**src/rtl/selt_pkg.sv**
```systemverilog
// Package for the shared/exclusive lock table: controller state type,
// result status codes, request flag bit positions and command codes. No dependencies.
`default_nettype none

package selt_pkg;

   typedef enum logic [2:0] {
      S_CLEAR,
      S_IDLE,
      S_SCAN,
      S_TAIL,
      S_FINISH
   } state_type;

   localparam logic [2:0] STATUS_OK         = 3'd0;
   localparam logic [2:0] STATUS_BAD_HANDLE = 3'd1;
   localparam logic [2:0] STATUS_INVALID    = 3'd2;
   localparam logic [2:0] STATUS_WOULDBLOCK = 3'd3;
   localparam logic [2:0] STATUS_NO_LOCK    = 3'd4;

   localparam int OP_SHARED_BIT    = 0;
   localparam int OP_EXCLUSIVE_BIT = 1;
   localparam int OP_NONBLOCK_BIT  = 2;
   localparam int OP_UNLOCK_BIT    = 3;

   localparam logic CMD_LOCK    = 1'b0;
   localparam logic CMD_RELEASE = 1'b1;

endpackage

`default_nettype wire

```
**src/rtl/selt_ram.sv**
```systemverilog
// Generic single-port-write, single-port-read RAM with a registered read.
// Used for the lock table entries; no dependencies.
`default_nettype none

module selt_ram #(
   parameter int WIDTH = 8,
   parameter int DEPTH = 64,
   localparam int AW = (DEPTH > 1) ? $clog2(DEPTH) : 1
) (
   input  wire logic             clock,
   input  wire logic             wr_en,
   input  wire logic [AW-1:0]    wr_addr,
   input  wire logic [WIDTH-1:0] wr_data,
   input  wire logic             rd_en,
   input  wire logic [AW-1:0]    rd_addr,
   output logic      [WIDTH-1:0] rd_data
);

   logic [WIDTH-1:0] mem [DEPTH];

   always_ff @(posedge clock) begin
      if (wr_en) begin
         mem[wr_addr] <= wr_data;
      end
      if (rd_en) begin
         rd_data <= mem[rd_addr];
      end
   end

endmodule

`default_nettype wire

```
**src/rtl/shared_exclusive_lock_table_core.sv**
```systemverilog
// Top level of the shared/exclusive lock table: request controller around one
// entry RAM. Depends on selt_pkg and selt_ram.
//
// One request is handled at a time. After start is taken, the controller reads
// every table entry once through the RAM's single read port, then decides and
// writes back at most one entry: it steps through S_SCAN, S_TAIL and S_FINISH,
// and the result strobe is registered from S_FINISH. A new request is taken
// only in S_IDLE. After reset a clearing pass zeroes every table entry while
// busy is high. The result beat is shown for one cycle on rsp_valid and
// rsp_status and cannot be held off.
`default_nettype none

module shared_exclusive_lock_table_core #(
   parameter int ENTRIES     = 64,
   parameter int HANDLE_BITS = 16,
   parameter int KEY_BITS    = 32
) (
   input  wire logic                   clock,
   input  wire logic                   reset,
   input  wire logic                   start,
   output logic                        busy,
   input  wire logic                   req_cmd,
   input  wire logic [HANDLE_BITS-1:0] req_holder_handle,
   input  wire logic [KEY_BITS-1:0]    req_object_key,
   input  wire logic [3:0]             req_op_bits,
   output logic                        rsp_valid,
   output logic [2:0]                  rsp_status
);

   localparam int IDX_BITS   = (ENTRIES > 1) ? $clog2(ENTRIES) : 1;
   localparam int ENTRY_BITS = HANDLE_BITS + KEY_BITS + 1;

   selt_pkg::state_type state_ff, state_in;

   logic [IDX_BITS-1:0]    addr_ff, addr_in;
   logic                   chk_valid_ff;
   logic [IDX_BITS-1:0]    chk_idx_ff;

   logic                   cmd_ff;
   logic [HANDLE_BITS-1:0] handle_ff;
   logic [KEY_BITS-1:0]    key_ff;
   logic [3:0]             op_ff;

   logic                   found_ff, found_in;
   logic [IDX_BITS-1:0]    found_idx_ff, found_idx_in;
   logic [KEY_BITS-1:0]    found_key_ff, found_key_in;
   logic                   free_ff, free_in;
   logic [IDX_BITS-1:0]    free_idx_ff, free_idx_in;
   logic                   conflict_ff, conflict_in;

   logic                   rsp_valid_ff, rsp_valid_in;
   logic [2:0]             rsp_status_ff, rsp_status_in;

   logic                   wr_en;
   logic [IDX_BITS-1:0]    wr_addr;
   logic [ENTRY_BITS-1:0]  wr_data;
   logic                   rd_en;
   logic [ENTRY_BITS-1:0]  rd_data;

   logic [HANDLE_BITS-1:0] rd_holder;
   logic [KEY_BITS-1:0]    rd_key;
   logic                   rd_excl;
   logic                   want_ex;
   logic                   accept;
   logic                   last_addr;

   selt_ram #(
      .WIDTH(ENTRY_BITS),
      .DEPTH(ENTRIES)
   ) u_table (
      .clock  (clock),
      .wr_en  (wr_en),
      .wr_addr(wr_addr),
      .wr_data(wr_data),
      .rd_en  (rd_en),
      .rd_addr(addr_ff),
      .rd_data(rd_data)
   );

   assign rd_holder = rd_data[ENTRY_BITS-1 -: HANDLE_BITS];
   assign rd_key    = rd_data[KEY_BITS:1];
   assign rd_excl   = rd_data[0];
   assign want_ex   = op_ff[selt_pkg::OP_EXCLUSIVE_BIT];
   assign busy      = (state_ff != selt_pkg::S_IDLE);
   assign accept    = start && (state_ff == selt_pkg::S_IDLE);
   assign last_addr = (addr_ff == IDX_BITS'(ENTRIES - 1));
   assign rd_en     = (state_ff == selt_pkg::S_SCAN);
   assign rsp_valid  = rsp_valid_ff;
   assign rsp_status = rsp_status_ff;

   always_ff @(posedge clock) begin
      if (reset) begin
         state_ff     <= selt_pkg::S_CLEAR;
         addr_ff      <= '0;
         chk_valid_ff <= 1'b0;
         rsp_valid_ff <= 1'b0;
      end else begin
         state_ff     <= state_in;
         addr_ff      <= addr_in;
         chk_valid_ff <= rd_en;
         rsp_valid_ff <= rsp_valid_in;
      end
   end

   always_ff @(posedge clock) begin
      chk_idx_ff    <= addr_ff;
      found_ff      <= found_in;
      found_idx_ff  <= found_idx_in;
      found_key_ff  <= found_key_in;
      free_ff       <= free_in;
      free_idx_ff   <= free_idx_in;
      conflict_ff   <= conflict_in;
      rsp_status_ff <= rsp_status_in;
      if (accept) begin
         cmd_ff    <= req_cmd;
         handle_ff <= req_holder_handle;
         key_ff    <= req_object_key;
         op_ff     <= req_op_bits;
      end
   end

   // Scan bookkeeping: first entry of the holder, first free entry, conflict.
   always_comb begin
      found_in     = found_ff;
      found_idx_in = found_idx_ff;
      found_key_in = found_key_ff;
      free_in      = free_ff;
      free_idx_in  = free_idx_ff;
      conflict_in  = conflict_ff;
      if (accept) begin
         found_in    = 1'b0;
         free_in     = 1'b0;
         conflict_in = 1'b0;
      end else if (chk_valid_ff) begin
         if (!found_ff && rd_holder == handle_ff) begin
            found_in     = 1'b1;
            found_idx_in = chk_idx_ff;
            found_key_in = rd_key;
         end
         if (!free_ff && rd_holder == '0) begin
            free_in     = 1'b1;
            free_idx_in = chk_idx_ff;
         end
         if (rd_holder != '0 && rd_holder != handle_ff && rd_key == key_ff &&
             (want_ex || rd_excl)) begin
            conflict_in = 1'b1;
         end
      end
   end

   always_comb begin
      state_in      = state_ff;
      addr_in       = addr_ff;
      wr_en         = 1'b0;
      wr_addr       = addr_ff;
      wr_data       = '0;
      rsp_valid_in  = 1'b0;
      rsp_status_in = selt_pkg::STATUS_OK;
      case (state_ff)
         selt_pkg::S_CLEAR: begin
            wr_en   = 1'b1;
            addr_in = addr_ff + IDX_BITS'(1);
            if (last_addr) begin
               addr_in  = '0;
               state_in = selt_pkg::S_IDLE;
            end
         end
         selt_pkg::S_IDLE: begin
            addr_in = '0;
            if (accept) begin
               state_in = selt_pkg::S_SCAN;
            end
         end
         selt_pkg::S_SCAN: begin
            addr_in = addr_ff + IDX_BITS'(1);
            if (last_addr) begin
               addr_in  = '0;
               state_in = selt_pkg::S_TAIL;
            end
         end
         selt_pkg::S_TAIL: begin
            state_in = selt_pkg::S_FINISH;
         end
         selt_pkg::S_FINISH: begin
            state_in     = selt_pkg::S_IDLE;
            rsp_valid_in = 1'b1;
            wr_addr      = found_idx_ff;
            if (cmd_ff == selt_pkg::CMD_LOCK && handle_ff == '0) begin
               rsp_status_in = selt_pkg::STATUS_BAD_HANDLE;
            end else if (cmd_ff == selt_pkg::CMD_LOCK &&
                         op_ff[selt_pkg::OP_UNLOCK_BIT] &&
                         (op_ff[selt_pkg::OP_SHARED_BIT] ||
                          op_ff[selt_pkg::OP_EXCLUSIVE_BIT])) begin
               rsp_status_in = selt_pkg::STATUS_INVALID;
            end else if (cmd_ff == selt_pkg::CMD_RELEASE ||
                         op_ff[selt_pkg::OP_UNLOCK_BIT]) begin
               wr_en = (handle_ff != '0) && found_ff;
            end else if (op_ff[selt_pkg::OP_SHARED_BIT] ==
                         op_ff[selt_pkg::OP_EXCLUSIVE_BIT]) begin
               rsp_status_in = selt_pkg::STATUS_INVALID;
            end else if (conflict_ff) begin
               rsp_status_in = op_ff[selt_pkg::OP_NONBLOCK_BIT] ?
                               selt_pkg::STATUS_WOULDBLOCK : selt_pkg::STATUS_NO_LOCK;
            end else if (found_ff) begin
               wr_en   = 1'b1;
               wr_data = {handle_ff, found_key_ff, want_ex};
            end else if (free_ff) begin
               wr_en   = 1'b1;
               wr_addr = free_idx_ff;
               wr_data = {handle_ff, key_ff, want_ex};
            end else begin
               rsp_status_in = selt_pkg::STATUS_NO_LOCK;
            end
         end
         default: begin
            state_in = selt_pkg::S_IDLE;
         end
      endcase
   end

endmodule

`default_nettype wire

```
**config.mk**
```make
export PLATFORM = sky130hd
export DESIGN_NAME = shared_exclusive_lock_table_core
export DESIGN_NICKNAME = d
export VERILOG_FILES = /design/src/rtl/selt_pkg.sv /design/src/rtl/selt_ram.sv /design/src/rtl/shared_exclusive_lock_table_core.sv
export SDC_FILE = /design/constraint.sdc
export NUM_CORES = 2
export LEC_CHECK = 0
export BUFFER_PORTS_ARGS = -buffer_cell sky130_fd_sc_hd__buf_2
export CAP_MARGIN = 10
export CORE_MARGIN = 2
export CORE_UTILIZATION = 40
export CTS_CLUSTER_SIZE = 28
export DETAILED_ROUTE_END_ITERATION = 16
export GPL_ROUTABILITY_DRIVEN = 0
export GPL_TIMING_DRIVEN = 0
export HOLD_SLACK_MARGIN = 0.15
export PLACE_DENSITY_LB_ADDON = 0.12
export SETUP_SLACK_MARGIN = 0.5
export SLEW_MARGIN = 30
export SYNTH_ARGS = -nofsm -noshare
export SYNTH_HDL_FRONTEND = slang
export SYNTH_SLANG_ARGS = --single-unit
export TNS_END_PERCENT = 5
```
**constraint.sdc**
```tcl
create_clock -name clock -period 18.6 [get_ports clock]
set_input_delay 2.79 -clock clock [delete_from_list [all_inputs] [get_ports clock]]
set_output_delay 2.79 -clock clock [all_outputs]
set_load 0.01 [all_outputs]
```
### Word-level counts from Yosys, hierarchy flattened

Memory sizes are Yosys's and may differ from the RTL's. A register that Yosys moved wholly into a read port is not among the register bits.
Cells that the tools add are included.

* add/subtract/negate cells: 1
* $mul: 0
* divide/modulo/power cells: 0
* order comparisons: 0
* equal/unequal tests: 13
* shifts and indexed selects: 0
* mux-type cells: 41
* bitwise gates (word level): 3
* reduce and logical (&&, ||, !) cells: 30

Operators by type and width (number)
* 2-to-1 mux 49 bit: 8
* 2-to-1 mux 6 bit: 9
* equality test 32 bit: 1
* zero test 16 bit: 2
* nonzero test 16 bit: 2
* 2-to-1 mux 3 bit: 7
* equality test 16 bit: 1
* inequality test 16 bit: 1
* case mux 3 bit (4 select lines): 1
* case mux 6 bit (2 select lines): 1
* 2-to-1 mux 1 bit: 11
* logical AND 1 bit: 10
* AND reduction 3 bit: 3
* adder 6 x 1 -> 6 bit (second input constant): 1
* equality test 3 x 2 -> 1 bit (second input constant): 2
* equality test 6 bit (second input constant): 1
* 2-to-1 mux 2 bit: 3
* AND reduction 2 bit: 3
* OR reduction 5 bit: 1
* inequality test 2 bit (second input constant): 2
* OR reduction 2 bit: 2
* equality test 3 x 1 -> 1 bit (second input constant): 1
* equality test 3 bit (second input constant): 1
* zero test 3 bit: 1
* other kinds (8): 13

* register bits: 120
* bits in latches: 0
* RAM bits: 3136
* memory bits (read-only): 0
* input bits: 56
* word-level logic and storage cells: 107
* memories kept: 1

Memory list
* u_table.mem: words 64, bits a word 49, rd ports 1, clocked after memory_dff 1, wr ports 1, RTL line selt_ram.sv:19 `logic [WIDTH-1:0] mem [DEPTH];`

### Logic depth before layout (Yosys ltp)

* word-level depth: 10
* gate-level depth with buffers: 12

### Hierarchy

A second synthesis with hierarchy kept.

* cells, all modules: 5676
* area total of the unflattened synthesis: 125598.0 um2

Modules (own cells, without submodules)
* selt_ram: times used 1, cells an instance 5283, area an instance 120486.8 um2
* shared_exclusive_lock_table_core: times used 1, cells an instance 393, area an instance 5111.2 um2

### Least setup slack after synthesis

No wires, ideal clock.

* path type: register -> register
* from: reg op_ff[1]
* to: mem u_table.mem[55][0] in the netlist's numbering (enable)
* setup time: 0.577 ns
* arrival time: 6.647 ns
* required time: 18.023 ns
* setup slack: 11.376 ns
* stages on the path, launching flop included: 12
* cell sequence: edfxtp_1 > inv_1 > ha_1 > and4bb_1 > buf_2 > and2_0 > buf_2 > nand3_1 > a31oi_2 > nand2_2 > buf_2 > nor4_1

* word-level cells in the longest chain between the ends: 8

RTL lines
* from (decl): RTL line shared_exclusive_lock_table_core.sv:42 `logic [3:0] op_ff;`
* from (signal assigned): RTL line shared_exclusive_lock_table_core.sv:118 `op_ff <= req_op_bits;`
* equality test 1 bit: RTL line shared_exclusive_lock_table_core.sv:198 `end else if (op_ff[selt_pkg::OP_SHARED_BIT] ==`
* 2-to-1 mux 1 bit: RTL line shared_exclusive_lock_table_core.sv:198
* 2-to-1 mux 1 bit: RTL line shared_exclusive_lock_table_core.sv:195 `end else if (cmd_ff == selt_pkg::CMD_RELEASE ||`
* 2-to-1 mux 1 bit: RTL line shared_exclusive_lock_table_core.sv:190 `end else if (cmd_ff == selt_pkg::CMD_LOCK &&`
* 2-to-1 mux 1 bit: RTL line shared_exclusive_lock_table_core.sv:188 `if (cmd_ff == selt_pkg::CMD_LOCK && handle_ff == '0) begin`
* case mux 1 bit (2 select lines): RTL line shared_exclusive_lock_table_core.sv:159 `case (state_ff)`
* 2-to-1 mux 1 bit: RTL line selt_ram.sv:22 `if (wr_en) begin`
* 2-to-1 mux 1 bit (implied by the code): RTL line selt_ram.sv:23 `mem[wr_addr] <= wr_data;`
* to (decl): RTL line selt_ram.sv:19

Parallel ways exist; a longest one is shown, timed or not.

### Worst setup path after layout

* from: reg op_ff[1]
* to: mem u_table.mem[55][6] in the netlist's numbering (enable)

The elaborated chain is that of the path after synthesis.

==> results.yml <==
place:
  place_inst: 10800
  dpl.hpwl_um: 320000
  dp_slack_ns: 13.67
  portBuffers: 59
  placed_area_mm2: 0.141
cts:
  cts_tree: "yes"
  cts-hold-fix-buffers: 0
  clock_sinks: 3305
  cts_buffers: 353
  cts_root_buf: "clkbuf_16"
  cts_buffer_depth: 4
  h-tree-depth: 5
  cts_setup_buffers: 0
  cts_resized: 0
  cts.clk_slew.worst_paths_ns: 0.06
  clk_latency_ns: 0.95
status:
  outcome: "completed"
sta:
  finalCritPeriodShare: 0.274
  setup_viol: 0
  hold_viol: 0
  fin_crit_ns: 5.09
  rsz0062_at_grt: "no"
  fin_ws_ns: 13.51
  drv_slew: 0
  timing.setup.tns_ns: 0
  fmax_ghz: 0.196
  worstMarginPinSlew_ns: 1.10
  clock_skew_ns: 0.0540
  slew_headroom: 0.264
synthesis:
  synth_edf_count: 3282
  syn_avg_cell_area_um2: 21.6
  synth_common_cells: "edfxtp_1 (3282), mux4_2 (637), mux2i_1 (423), a221oi_1 (177), clkbuf_1 (134)"
  ys_top_cells_by_area: "edfxtp_1 (78%), mux4_2 (11%), mux2i_1 (3.3%)"
  synth_flop_cell: "edfxtp_1"
  yosys_warnings: 0
  postSynthCellCount: 5897
  seq_area_frac_synth: 0.779
  ys_async_sr_fraction: 0
  yosysTopAreaCell: "edfxtp_1"
  synth_cell_types: 69
  synth-seq-cells: 3305
  synth_nets: 5955
  post-synth-top-area-fraction: 0.775
  synth_area_mm2: 0.127
  yosys.cell_count.top_type: "edfxtp_1"
grt:
  track_usage: 0.270
  grt_antenna_before_repair: 37
  grt_max_degree: 65
  grt_pass1_vias: 67700
  grt_overflow_total: 0
  grt_first_pass_wirelength_um: 590000
final_layout:
  n_fill_cell: 26200
  final_design_area_no_fill_mm2: 0.153
  final_cell_count_no_fill: 11500
  area_growth_pct: 20.1
  drive_gt1_frac: 0.309
  final_nets: 7056
floorplan:
  dieArea_mm2: 0.322
  die_h_um: 568
  io_pins: 61
  core-area_mm2: 0.317
  die_w_um: 568
  start_util: 0.401
  rows: 207
setup_path:
  cp_slowest_cell: "edfxtp_1"
  cp.arrival_ns: 5.69
  cp-start-kind: "flip-flop"
  crit_required_ns: 19.20
  path_max_fanout: 10
  critical_path_class: "reg2reg"
  crit_chain: "inv_1, ha_1, and4bb_1, buf_2, and2_0, buf_2, nand3_1, a31oi_2, nand2_2, buf_2, nor4_2, buf_2, buf_2, buf_2, buf_2, buf_2, buf_2, buf_2"
  path_common_cell: "buf_2"
  path_delay_family: "buffers and inverters"
  end_kind: "flip-flop"
  crit_path_max_incr_delay_ns: 0.56
  crit_buf_inv: 11
drt:
  avgRoutedWirePerCell_um: 38.3
  drc: 0
  ant_nets: 0
  drt-total-wl_um: 441000
  via_count: 69100
  via_per_inst: 6.01
  drtIter0Drc: 9926
  first_pass_iters: 6
job:
  max_cap_violations: 0
worst_hold_path:
  min_path_type: "reg2reg"
power_and_ir_drop:
  powerDensity_mw_per_mm2: 105
  ir_drop_mv: 0.0870
  p_leak_nw: 43.1
-- registers in the layout (all words and copies together) (netlist names) --
signal / cells
u_table.mem: 3136
u_table.rd_data: 49
found_key_ff: 32
key_ff: 32
handle_ff: 16
addr_ff: 6
chk_idx_ff: 6
found_idx_ff: 6
free_idx_ff: 6
op_ff: 4
rsp_status: 3
state_ff: 3
chk_valid_ff: 1
cmd_ff: 1
conflict_ff: 1
found_ff: 1
free_ff: 1
rsp_valid: 1
-- report_power, final --
group / total [mW] / internal [mW] / switching, mW
registers: 8.13 / 8.12 / 0.0108
clock network: 6.98 / 4.03 / 2.95
logic: 0.875 / 0.264 / 0.611
-- worst paths after layout --
check             depth (start not counted)            endpoint  slack (ns)  startpoint
setup / recovery                         18  u_table.mem[55][6]       13.51    op_ff[1]
hold / removal                            0       chk_idx_ff[5]        0.36  addr_ff[5]
setup reg to reg                         18  u_table.mem[55][6]       13.51    op_ff[1]
hold reg to reg                           0       chk_idx_ff[5]        0.36  addr_ff[5]
-- area by class of cell --
class | instances | area, µm² | share of cell area
clock buffers | 446 | 9350 | 0.0612
clock inverters | 203 | 2000 | 0.0131
well taps | 4180 | 5230 | 0.0343
plain buffers | 339 | 2130 | 0.0139
flip-flops and latches | 3305 | 99000 | 0.648
multi-input cells | 2242 | 26700 | 0.175
diodes | 33 | 82.6 | 0.000541
repair buffers | 746 | 8110 | 0.0531
inverters | 11 | 43.8 | 0.000287
-- cell usage in the layout, fill, tap and decap left out, types with 21 or more instances in the layout --
cell type / netlist / layout
xnor2_1: 36 / 36
mux2i_1: 423 / 423
o22ai_1: 39 / 39
buf_16: 0 / 96
clkinv_1: 2 / 89
o21ai_0: 90 / 86
bufinv_16: 0 / 34
nor3_1: 81 / 30
nand3_1: 68 / 68
buf_6: 58 / 103
a21oi_1: 78 / 78
clkbuf_16: 0 / 356
clkbuf_1: 134 / 167
diode_2: 0 / 33
clkinv_2: 0 / 51
buf_4: 22 / 466
nand2b_1: 21 / 21
mux4_2: 637 / 637
nor2_1: 124 / 74
nand2_1: 113 / 113
buf_12: 1 / 52
a22oi_1: 128 / 128
clkbuf_2: 1 / 48
a221oi_1: 177 / 177
nor3_2: 0 / 51
dfxtp_1: 23 / 23
buf_2: 83 / 196
nor2_4: 0 / 49
edfxtp_1: 3282 / 3282
and3_1: 22 / 22
-- routing by layer --
metal | part of all wire | GRT usage | wire (µm)
met1 | 0.40 | 0.365 | 174000
met4 | 0.046 | 0.112 | 20400
met5 | 0.00017 | 0 | 73
met2 | 0.47 | 0.430 | 209000
met3 | 0.084 | 0.0523 | 37200
-- per-stage QoR --
step	power, mW	hold slack (ns)	utilization
floorplan	8.72	0.329	-
global placement	9.14	0.339	0.419
detailed placement	9.16	0.349	0.446
CTS	16.1	0.358	0.481
global route	16.4	0.366	0.482
finish	16.0	0.355	0.482
-- cells by family after synthesis --
logic type | after synthesis | synth area share
AND/OR/NAND/NOR | 514 | 0.0195
adder cells (fa/ha/maj) | 2 | 0.000197
multiplexers | 1064 | 0.146
buffers and inverters | 350 | 0.0165
XOR/XNOR | 47 | 0.00324
flip-flops | 3305 | 0.779
AO/OA/AOI/OAI | 615 | 0.0353
(Power assumes the default switching activity.)
